--- config.mk ---
export PLATFORM = sky130hd
export DESIGN_NAME = deadlock_cycle_detector_top
export DESIGN_NICKNAME = d
export VERILOG_FILES = /design/src/sv/dcd_pkg.sv /design/src/sv/deadlock_cycle_detector_top.sv /design/src/sv/dcd_front.sv /design/src/sv/dcd_queue.sv /design/src/sv/dcd_back.sv
export VERILOG_INCLUDE_DIRS = /design/src /design/src/sv
export SDC_FILE = /design/constraint.sdc
export NUM_CORES = 1
export LEC_CHECK = 0
export ABC_AREA = 1
export ABC_CLOCK_PERIOD_IN_PS = 4680
export BUFFER_PORTS_ARGS = -buffer_cell sky130_fd_sc_hd__buf_4
export CORE_ASPECT_RATIO = 0.75
export CORE_MARGIN = 2
export CORE_UTILIZATION = 40
export CTS_CLUSTER_SIZE = 10
export DETAILED_ROUTE_END_ITERATION = 8
export PLACE_DENSITY = 0.61
export SYNTH_ARGS = -nofsm -noshare
export SYNTH_HDL_FRONTEND = slang
export SYNTH_SLANG_ARGS = --single-unit
--- constraint.sdc ---
create_clock -name aclk -period 4.68 [get_ports aclk]
set_clock_uncertainty 0.15 [all_clocks]
set_input_delay 0.936 -clock aclk [delete_from_list [all_inputs] [get_ports aclk]]
set_output_delay 0.936 -clock aclk [all_outputs]
set_load 0.1 [all_outputs]
--- src/sv/deadlock_cycle_detector_top_macros.svh ---
// ----------------------------------------------------------------------------
// Deadlock cycle detector assertion macros
// Clocked on aclk, disabled while aresetn is low.
// ----------------------------------------------------------------------------
`ifndef DEADLOCK_CYCLE_DETECTOR_TOP_MACROS_SVH
`define DEADLOCK_CYCLE_DETECTOR_TOP_MACROS_SVH

// Property must hold at every edge out of reset
`define DCD_ASSERT(name, prop, msg) \
    name: assert property (@(posedge aclk) disable iff (!aresetn) prop) \
        else $error(msg);

// Condition must never be seen out of reset
`define DCD_ASSERT_NEVER(name, cond, msg) \
    `DCD_ASSERT(name, !(cond), msg)

`endif

--- src/sv/dcd_pkg.sv ---
// ----------------------------------------------------------------------------
// dcd_pkg
// Shared field widths and the structs passed between front, queue and back.
// ----------------------------------------------------------------------------
package dcd_pkg;

    localparam int PROC_IDX_W = 4;
    localparam int MARK_W     = 2;
    localparam int HOLDER_W   = 4;
    localparam int S_TDATA_W  = 8;
    localparam int M_TDATA_W  = 16;

    // Classified update command, front to back
    typedef struct packed {
        logic                  write_en;
        logic [PROC_IDX_W-1:0] proc_idx;
        logic [MARK_W-1:0]     mark_two;
        logic [MARK_W-1:0]     mark_one;
    } cmd_t;

    // Check result, back to output
    typedef struct packed {
        logic                deadlock_found;
        logic [HOLDER_W-1:0] first_holder;
        logic [HOLDER_W-1:0] second_holder;
    } result_t;

endpackage

--- src/sv/deadlock_cycle_detector_top.sv ---
// ----------------------------------------------------------------------------
// deadlock_cycle_detector_top
// Resource allocation graph deadlock checker for two resources.
// ----------------------------------------------------------------------------
// Usage:
//   Slave channel (s_*): one beat rewrites the two resource marks of one
//   process (0 none, 1 requested, 2 holding). An index beyond the process
//   count changes nothing but still yields a result.
//   Master channel (m_*): exactly one result beat per input beat, in order:
//   deadlock flag plus the processes on the found cycle holding resource 1
//   and resource 2 (zero when absent).
//   A beat passes the input register and the queue hand-off, then the
//   search sequencer takes one graph step per cycle; a found cycle cuts
//   the search short. Throughput is one beat per search, set by that
//   sequencer.
//   A two-entry queue sits between the input register and the sequencer,
//   so up to three further beats are taken while a search runs.
//   While m_tready is low the finished result is held in the output
//   register; the sequencer can finish the next search and then waits.
//   Reset (aresetn low, synchronous) clears all marks to none and empties
//   the queue and output register.
// ----------------------------------------------------------------------------
module deadlock_cycle_detector_top #(
    parameter int PROCESS_COUNT = 10
) (
    input  logic                          aclk,
    input  logic                          aresetn,
    input  logic                          s_tvalid,
    output logic                          s_tready,
    // [3:0] process_index, [5:4] first_resource_mark, [7:6] second_resource_mark
    input  logic [dcd_pkg::S_TDATA_W-1:0] s_tdata,
    output logic                          m_tvalid,
    input  logic                          m_tready,
    // [0] deadlock_found, [4:1] first_resource_holder,
    // [8:5] second_resource_holder, [15:9] zero
    output logic [dcd_pkg::M_TDATA_W-1:0] m_tdata
);
    import dcd_pkg::*;

    localparam int ResultW = 1 + 2 * HOLDER_W;

    cmd_t    f_cmd, q_cmd;
    logic    f_valid, f_ready;
    logic    q_valid, q_pop;
    result_t result;

    dcd_front #(
        .PROCESS_COUNT (PROCESS_COUNT)
    ) u_front (
        .aclk     (aclk),
        .aresetn  (aresetn),
        .s_tvalid (s_tvalid),
        .s_tready (s_tready),
        .s_tdata  (s_tdata),
        .f_valid  (f_valid),
        .f_ready  (f_ready),
        .f_cmd    (f_cmd)
    );

    dcd_queue u_queue (
        .aclk       (aclk),
        .aresetn    (aresetn),
        .push_valid (f_valid),
        .push_ready (f_ready),
        .push_cmd   (f_cmd),
        .pop_valid  (q_valid),
        .pop        (q_pop),
        .pop_cmd    (q_cmd)
    );

    dcd_back #(
        .PROCESS_COUNT (PROCESS_COUNT)
    ) u_back (
        .aclk     (aclk),
        .aresetn  (aresetn),
        .q_valid  (q_valid),
        .q_pop    (q_pop),
        .q_cmd    (q_cmd),
        .m_valid  (m_tvalid),
        .m_ready  (m_tready),
        .m_result (result)
    );

    // Pack result beat
    assign m_tdata = {(M_TDATA_W - ResultW)'(0), result.second_holder,
                      result.first_holder, result.deadlock_found};

endmodule

--- src/sv/dcd_front.sv ---
// ----------------------------------------------------------------------------
// dcd_front
// Input beat register: unpacks the beat and flags whether it targets a
// process that exists.
// ----------------------------------------------------------------------------
module dcd_front #(
    parameter int PROCESS_COUNT = 10
) (
    input  logic                            aclk,
    input  logic                            aresetn,
    input  logic                            s_tvalid,
    output logic                            s_tready,
    input  logic [dcd_pkg::S_TDATA_W-1:0]   s_tdata,
    output logic                            f_valid,
    input  logic                            f_ready,
    output dcd_pkg::cmd_t                   f_cmd
);
    import dcd_pkg::*;

    localparam logic [PROC_IDX_W:0] IdxLimit = (PROC_IDX_W+1)'(PROCESS_COUNT);

    logic [PROC_IDX_W-1:0] in_idx;
    logic                  s_fire;
    logic                  valid_reg, valid_next;
    cmd_t                  cmd_reg, cmd_next;

    // Unpack beat
    assign in_idx   = s_tdata[PROC_IDX_W-1:0];
    assign s_tready = !valid_reg || f_ready;
    assign s_fire   = s_tvalid && s_tready;

    always_comb begin
        valid_next = s_fire || (valid_reg && !f_ready);
        cmd_next   = cmd_reg;
        if (s_fire) begin
            cmd_next.write_en = ({1'b0, in_idx} < IdxLimit);
            cmd_next.proc_idx = in_idx;
            cmd_next.mark_one = s_tdata[PROC_IDX_W +: MARK_W];
            cmd_next.mark_two = s_tdata[PROC_IDX_W+MARK_W +: MARK_W];
        end
    end

    always_ff @(posedge aclk) begin
        if (!aresetn) begin
            valid_reg <= 1'b0;
        end else begin
            valid_reg <= valid_next;
        end
        cmd_reg <= cmd_next;
    end

    assign f_valid = valid_reg;
    assign f_cmd   = cmd_reg;

endmodule

--- src/sv/dcd_queue.sv ---
// ----------------------------------------------------------------------------
// dcd_queue
// Two-entry command queue between the front register and the search engine.
// ----------------------------------------------------------------------------
module dcd_queue (
    input  logic          aclk,
    input  logic          aresetn,
    input  logic          push_valid,
    output logic          push_ready,
    input  dcd_pkg::cmd_t push_cmd,
    output logic          pop_valid,
    input  logic          pop,
    output dcd_pkg::cmd_t pop_cmd
);
    import dcd_pkg::*;

    cmd_t       entry_reg [2];
    logic       wr_ptr_reg, wr_ptr_next;
    logic       rd_ptr_reg, rd_ptr_next;
    logic [1:0] count_reg, count_next;
    logic       do_push, do_pop;

    assign push_ready = (count_reg != 2'd2);
    assign pop_valid  = (count_reg != 2'd0);
    assign pop_cmd    = entry_reg[rd_ptr_reg];
    assign do_push    = push_valid && push_ready;
    assign do_pop     = pop && pop_valid;

    // Pointer and occupancy update
    always_comb begin
        wr_ptr_next = wr_ptr_reg ^ do_push;
        rd_ptr_next = rd_ptr_reg ^ do_pop;
        count_next  = count_reg + 2'(do_push) - 2'(do_pop);
    end

    always_ff @(posedge aclk) begin
        if (!aresetn) begin
            wr_ptr_reg <= 1'b0;
            rd_ptr_reg <= 1'b0;
            count_reg  <= 2'd0;
        end else begin
            wr_ptr_reg <= wr_ptr_next;
            rd_ptr_reg <= rd_ptr_next;
            count_reg  <= count_next;
        end
        if (do_push) begin
            entry_reg[wr_ptr_reg] <= push_cmd;
        end
    end

endmodule

--- src/sv/dcd_back.sv ---
// ----------------------------------------------------------------------------
// dcd_back
// Mark store and depth-first cycle search sequencer. One graph step per
// cycle; a found cycle is then walked back along the search path to pick the holders.
// ----------------------------------------------------------------------------
`include "deadlock_cycle_detector_top_macros.svh"

module dcd_back #(
    parameter int PROCESS_COUNT = 10
) (
    input  logic             aclk,
    input  logic             aresetn,
    input  logic             q_valid,
    output logic             q_pop,
    input  dcd_pkg::cmd_t    q_cmd,
    output logic             m_valid,
    input  logic             m_ready,
    output dcd_pkg::result_t m_result
);
    import dcd_pkg::*;

    localparam int NodeCount = PROCESS_COUNT + 2;
    localparam int NW        = $clog2(NodeCount);
    localparam int PW        = $clog2(PROCESS_COUNT);
    localparam logic [NW-1:0] ResOne = NW'(PROCESS_COUNT);
    localparam logic [NW-1:0] ResTwo = NW'(PROCESS_COUNT + 1);

    localparam logic [MARK_W-1:0] MarkRequest = 2'd1;
    localparam logic [MARK_W-1:0] MarkHold    = 2'd2;

    typedef enum logic [2:0] {
        ST_IDLE,
        ST_ROOT,
        ST_STEP,
        ST_WALK,
        ST_DONE
    } state_t;

    state_t                     state_reg, state_next;
    logic [2*MARK_W-1:0]        marks_reg [PROCESS_COUNT];
    logic [2*MARK_W-1:0]        marks_next [PROCESS_COUNT];
    logic [NodeCount-1:0]       onpath_reg, onpath_next;
    logic [NodeCount-1:0]       done_reg, done_next;
    logic [NW-1:0]              parent_reg [NodeCount];
    logic [NW-1:0]              cur_reg, cur_next;
    logic [NW-1:0]              root_reg, root_next;
    logic [NW-1:0]              start_reg, start_next;
    logic [HOLDER_W-1:0]        h1_reg, h1_next;
    logic [HOLDER_W-1:0]        h2_reg, h2_next;
    logic                       found_reg, found_next;
    logic                       m_valid_reg, m_valid_next;
    result_t                    out_reg, out_next;
    logic                       parent_we;

    logic [PROCESS_COUNT-1:0]   req1, req2, hold1, hold2;
    logic [PW-1:0]              cur_proc;
    logic                       cur_is_proc;
    logic [NodeCount-1:0]       adj, cand, free_nodes;
    logic [NW-1:0]              first_cand, first_free;

    // Lowest set bit of a node vector
    function automatic logic [NW-1:0] lowest(input logic [NodeCount-1:0] v);
        logic [NW-1:0] idx;
        idx = '0;
        for (int i = NodeCount - 1; i >= 0; i--) begin
            if (v[i]) idx = NW'(i);
        end
        return idx;
    endfunction

    // Edge vectors per process
    always_comb begin
        for (int p = 0; p < PROCESS_COUNT; p++) begin
            req1[p]  = (marks_reg[p][MARK_W-1:0] == MarkRequest);
            req2[p]  = (marks_reg[p][2*MARK_W-1:MARK_W] == MarkRequest);
            hold1[p] = (marks_reg[p][MARK_W-1:0] == MarkHold);
            hold2[p] = (marks_reg[p][2*MARK_W-1:MARK_W] == MarkHold);
        end
    end

    // Out-edges of the current node: process to resource on request,
    // resource to process on hold
    assign cur_proc    = cur_reg[PW-1:0];
    assign cur_is_proc = (cur_reg < ResOne);

    always_comb begin
        adj = '0;
        if (cur_is_proc) begin
            adj[PROCESS_COUNT]     = req1[cur_proc];
            adj[PROCESS_COUNT + 1] = req2[cur_proc];
        end else if (cur_reg == ResOne) begin
            adj[PROCESS_COUNT-1:0] = hold1;
        end else if (cur_reg == ResTwo) begin
            adj[PROCESS_COUNT-1:0] = hold2;
        end
    end

    // Finished nodes are skipped; all earlier neighbors are finished when
    // the search comes back, so no resume index is kept
    assign cand       = adj & ~done_reg;
    assign free_nodes = ~(onpath_reg | done_reg);
    assign first_cand = lowest(cand);
    assign first_free = lowest(free_nodes);

    // Sequencer
    always_comb begin
        state_next   = state_reg;
        marks_next   = marks_reg;
        onpath_next  = onpath_reg;
        done_next    = done_reg;
        cur_next     = cur_reg;
        root_next    = root_reg;
        start_next   = start_reg;
        h1_next      = h1_reg;
        h2_next      = h2_reg;
        found_next   = found_reg;
        out_next     = out_reg;
        m_valid_next = m_valid_reg && !m_ready;
        q_pop        = 1'b0;
        parent_we    = 1'b0;

        unique case (state_reg)
            ST_IDLE: begin
                if (q_valid) begin
                    q_pop = 1'b1;
                    if (q_cmd.write_en) begin
                        marks_next[q_cmd.proc_idx[PW-1:0]] = {q_cmd.mark_two, q_cmd.mark_one};
                    end
                    onpath_next = '0;
                    done_next   = '0;
                    state_next  = ST_ROOT;
                end
            end
            ST_ROOT: begin
                if (free_nodes == '0) begin
                    found_next = 1'b0;
                    h1_next    = '0;
                    h2_next    = '0;
                    state_next = ST_DONE;
                end else begin
                    cur_next                = first_free;
                    root_next               = first_free;
                    onpath_next[first_free] = 1'b1;
                    state_next              = ST_STEP;
                end
            end
            ST_STEP: begin
                if (cand == '0) begin
                    // Backtrack
                    onpath_next[cur_reg] = 1'b0;
                    done_next[cur_reg]   = 1'b1;
                    if (cur_reg == root_reg) begin
                        state_next = ST_ROOT;
                    end else begin
                        cur_next = parent_reg[cur_reg];
                    end
                end else if (onpath_reg[first_cand]) begin
                    // Back edge closes a cycle
                    start_next = first_cand;
                    h1_next    = '0;
                    h2_next    = '0;
                    state_next = ST_WALK;
                end else begin
                    onpath_next[first_cand] = 1'b1;
                    parent_we               = 1'b1;
                    cur_next                = first_cand;
                end
            end
            ST_WALK: begin
                // Walk from closing node toward cycle start; last holder wins
                if (cur_is_proc) begin
                    if (hold1[cur_proc]) h1_next = HOLDER_W'(cur_reg);
                    if (hold2[cur_proc]) h2_next = HOLDER_W'(cur_reg);
                end
                if (cur_reg == start_reg) begin
                    found_next = 1'b1;
                    state_next = ST_DONE;
                end else begin
                    cur_next = parent_reg[cur_reg];
                end
            end
            ST_DONE: begin
                if (!m_valid_reg || m_ready) begin
                    out_next.deadlock_found = found_reg;
                    out_next.first_holder   = h1_reg;
                    out_next.second_holder  = h2_reg;
                    m_valid_next            = 1'b1;
                    state_next              = ST_IDLE;
                end
            end
            default: begin
                state_next = ST_IDLE;
            end
        endcase
    end

    always_ff @(posedge aclk) begin
        if (!aresetn) begin
            state_reg   <= ST_IDLE;
            onpath_reg  <= '0;
            done_reg    <= '0;
            m_valid_reg <= 1'b0;
            for (int p = 0; p < PROCESS_COUNT; p++) begin
                marks_reg[p] <= '0;
            end
        end else begin
            state_reg   <= state_next;
            onpath_reg  <= onpath_next;
            done_reg    <= done_next;
            m_valid_reg <= m_valid_next;
            marks_reg   <= marks_next;
        end
        cur_reg   <= cur_next;
        root_reg  <= root_next;
        start_reg <= start_next;
        h1_reg    <= h1_next;
        h2_reg    <= h2_next;
        found_reg <= found_next;
        out_reg   <= out_next;
        if (parent_we) begin
            parent_reg[first_cand] <= cur_reg;
        end
    end

    assign m_valid  = m_valid_reg;
    assign m_result = out_reg;

    // Checks
    `DCD_ASSERT_NEVER(a_path_done_overlap, (onpath_reg & done_reg) != '0,
        "node both on path and finished")
    `DCD_ASSERT(a_walk_on_path, state_reg == ST_WALK |-> onpath_reg[cur_reg],
        "holder walk left the search path")
    `DCD_ASSERT(a_load_from_done, $rose(m_valid_reg) |-> $past(state_reg == ST_DONE),
        "result loaded outside done state")
    `DCD_ASSERT(a_clear_no_holder,
        m_valid_reg && !out_reg.deadlock_found |->
            (out_reg.first_holder == '0) && (out_reg.second_holder == '0),
        "holder reported without a cycle")

endmodule

==> impl_metrics.json <==
{
  "cts_tree": "built",
  "slowest_delay_ns": 0.60,
  "core_um2": 21900,
  "synth_area_leaders": "edfxtp_1, dfxtp_1, nand2_1",
  "grtUsageTotal": 0.203,
  "fmax_mhz": 243,
  "grt_pass1_wl_um": 36800,
  "pin_count": 30,
  "die_y_um": 133,
  "die-area_um2": 23500,
  "tightestPinTransition_ns": 0.894,
  "slew_headroom": 0.402,
  "synthArstFlopShare": 0,
  "r2r-start": "u_back.cur_proc[0]$_DFFE_PP_",
  "cp.required_ns": 4.61,
  "fin_crit_sh": 0.878,
  "ir_drop_mv": 0.310,
  "grt_pass1_vias": 6540,
  "syn_area_um2": 8900,
  "rows": 47,
  "synth_top_area_frac": 0.354,
  "port_buffers": 22,
  "p_switching_mw": 2.87,
  "synth_top_area_cell": "edfxtp_1",
  "ant_nets": 0,
  "r2r_cells": 25,
  "combPwrFrac": 0.431,
  "clock_latency_ns": 0.44,
  "finalSetupViolations": 0,
  "p_clk_frac": 0.233,
  "htreeDepth": 4,
  "p_leak_nw": 3.85,
  "slew_violations": 0,
  "die_w_um": 176,
  "r2r_end": "u_back.parent_reg[11][0]$_DFFE_PP_",
  "total_power_mw": 6.54,
  "status": "finished clean",
  "start_util": 0.406,
  "rsz0062_at_grt": "no",
  "gp_congestion": 0.950,
  "cts_buffers": 17,
  "wire_per_inst_um": 16.6,
  "crit_slowest_cell": "edfxtp_1",
  "multiInputGateArea_um2": 3450,
  "drtPass1Iterations": 5,
  "hp-class": "reg -> reg",
  "arrival_ns": 4.04,
  "yosysWarnings": 0,
  "rrSetupSlack_ns": 0.57,
  "hold_depth": 0,
  "drive_above_1_share": 0.104,
  "postCtsHoldBufs": 0,
  "synth_flop_cell": "edfxtp_1",
  "diodes": 0,
  "seq_power_share": 0.336,
  "synthTopCellsByCount": "nand2_1, nor2_1, inv_1, a21oi_1, edfxtp_1",
  "min_from": "u_back.h1_reg[2]$_DFFE_PP_",
  "root_buffer": "clkbuf_16",
  "drc": 0,
  "register_area_um2": 4710,
  "setup_tns_ns": 0,
  "clk_pin_slew_ns": 0.07,
  "fin_crit_ns": 4.11,
  "grt_max_degree": 58,
  "switching_share": 0.439,
  "area_growth_pct": 11.4,
  "syn_inst": 1059,
  "fillers": 2147,
  "grt-ovfl-total": 0,
  "drtIter0Drc": 889,
  "cp_max_fo": 13,
  "drv_cap": 0,
  "yosysSeqAreaShare": 0.530,
  "synth_edf_count": 105,
  "yosysMostFrequentCell": "nand2_1",
  "vias": 7191,
  "worstSetupEndpointType": "flip-flop",
  "intPower_mw": 3.67,
  "powerDensity_nw_per_um2": 660,
  "cts_buffer_depth": 2,
  "yosysUniqueCellTypes": 49,
  "critical_path_class": "reg -> reg",
  "holdPathEnd": "u_back.m_result[6]$_DFFE_PP_",
  "antenna_found_initial": 0,
  "dp_hpwl_um": 16700,
  "path_common_cell": "nand2_1",
  "cts_repair_resize_count": 0,
  "nets": 1093,
  "routed_wl_um": 22900,
  "fin_util": 0.452,
  "largest_register_ffs": 48,
  "startpoint_type": "flip-flop",
  "cts_setup_buffers": 0,
  "ys_ff_latch": 183,
  "finalHoldViolCount": 0,
  "synth_area_per_cell_um2": 8.40,
  "cts_sinks": 183,
  "vias_per_cell": 5.20
}
## critical path, delay by kind of cell (launching register included)
kind,cells,cell delay [ns]
compound gates,1,0.07
flops,1,0.60
simple gates,24,2.94
## per-layer routing
| metal | vias up | wire [µm] | global-route usage |
|---|---|---|---|
| met4 | 0 | 164 | 0.0436 |
| met5 | - | 0 | 0 |
| met1 | 3338 | 11800 | 0.329 |
| met3 | 14 | 1870 | 0.0414 |
| met2 | 283 | 9070 | 0.275 |
| li1 | 3556 | - | - |
## layout make-up
| type | count | area share |
|---|---|---|
| clock buffers | 19 | 0.0437 |
| clock inverters | 13 | 0.0187 |
| inverters | 141 | 0.0539 |
| multi-input cells | 704 | 0.348 |
| flip-flops and latches | 183 | 0.476 |
| well taps | 294 | 0.0371 |
| repair buffers | 30 | 0.0227 |
## power by group through the flow
stage | logic, mW | registers, mW | clock network, mW
final | 2.82 | 2.19 | 1.53
after global routing | 3.17 | 2.22 | 1.61
after CTS | 2.77 | 2.19 | 1.54
after detailed placement | 2.76 | 2.23 | 0
after global placement | 2.75 | 2.23 | 0
after floorplan | 2.14 | 2.15 | 0
## through the flow
stage               instance area, µm²  std cells  setup slack, ns  hold slack [ns]
finish                            9910       1384            0.571            0.270
global route                      9910       1384            0.137            0.286
CTS                               9910       1384            0.621            0.268
detailed placement                9290       1352            0.642            0.255
global placement                  9290       1352            0.715            0.256
floorplan                         8920       1065             1.37            0.250
## cells in the final DEF, fill, tap and decap left out, types with 4 or more instances in the layout
cell type    n
nand2_2     12
nand4_1     21
xnor2_1      4
clkinv_1     6
dfxtp_1     78
nand2_1    215
nand3_1     30
conb_1       7
nor2_2      12
o21ai_0     91
a21oi_1    114
nor2_1     125
inv_2       11
a32oi_1      8
inv_1      122
edfxtp_1   105
buf_4       30
ha_1         4
clkbuf_16   17
inv_6        4
o22ai_1     11
a22o_1       4
xor2_1       5
nor3_1       6
## kinds of logic after synthesis
family	share of synthesized area
simple gates	0.216
compound gates	0.152
flops	0.530
buf+inv	0.0848
xor+xnor	0.00886
fa+ha+maj	0.00562
mux	0.00225
other cells	0.000421
## how the worst max path moves through the flow
stage	from	endpoint	slack [ns]	depth (start not counted)
6_report	u_back.cur_proc[0]$_DFFE_PP_	u_back.parent_reg[11][0]$_DFFE_PP_	0.57	25
5_1_grt	u_back.cur_proc[0]$_DFFE_PP_	u_back.parent_reg[11][0]$_DFFE_PP_	0.14	25
4_1_cts	u_back.cur_proc[0]$_DFFE_PP_	u_back.parent_reg[11][2]$_DFFE_PP_	0.62	25
3_5_place_dp	u_back.cur_proc[1]$_DFFE_PP_	u_back.parent_reg[11][0]$_DFFE_PP_	0.64	25
3_3_place_gp	u_back.cur_proc[1]$_DFFE_PP_	u_back.parent_reg[11][0]$_DFFE_PP_	0.72	19
2_1_floorplan	u_back.cur_proc[1]$_DFFE_PP_	u_back.parent_reg[11][0]$_DFFE_PP_	1.37	29
(Power assumes the default switching activity.)
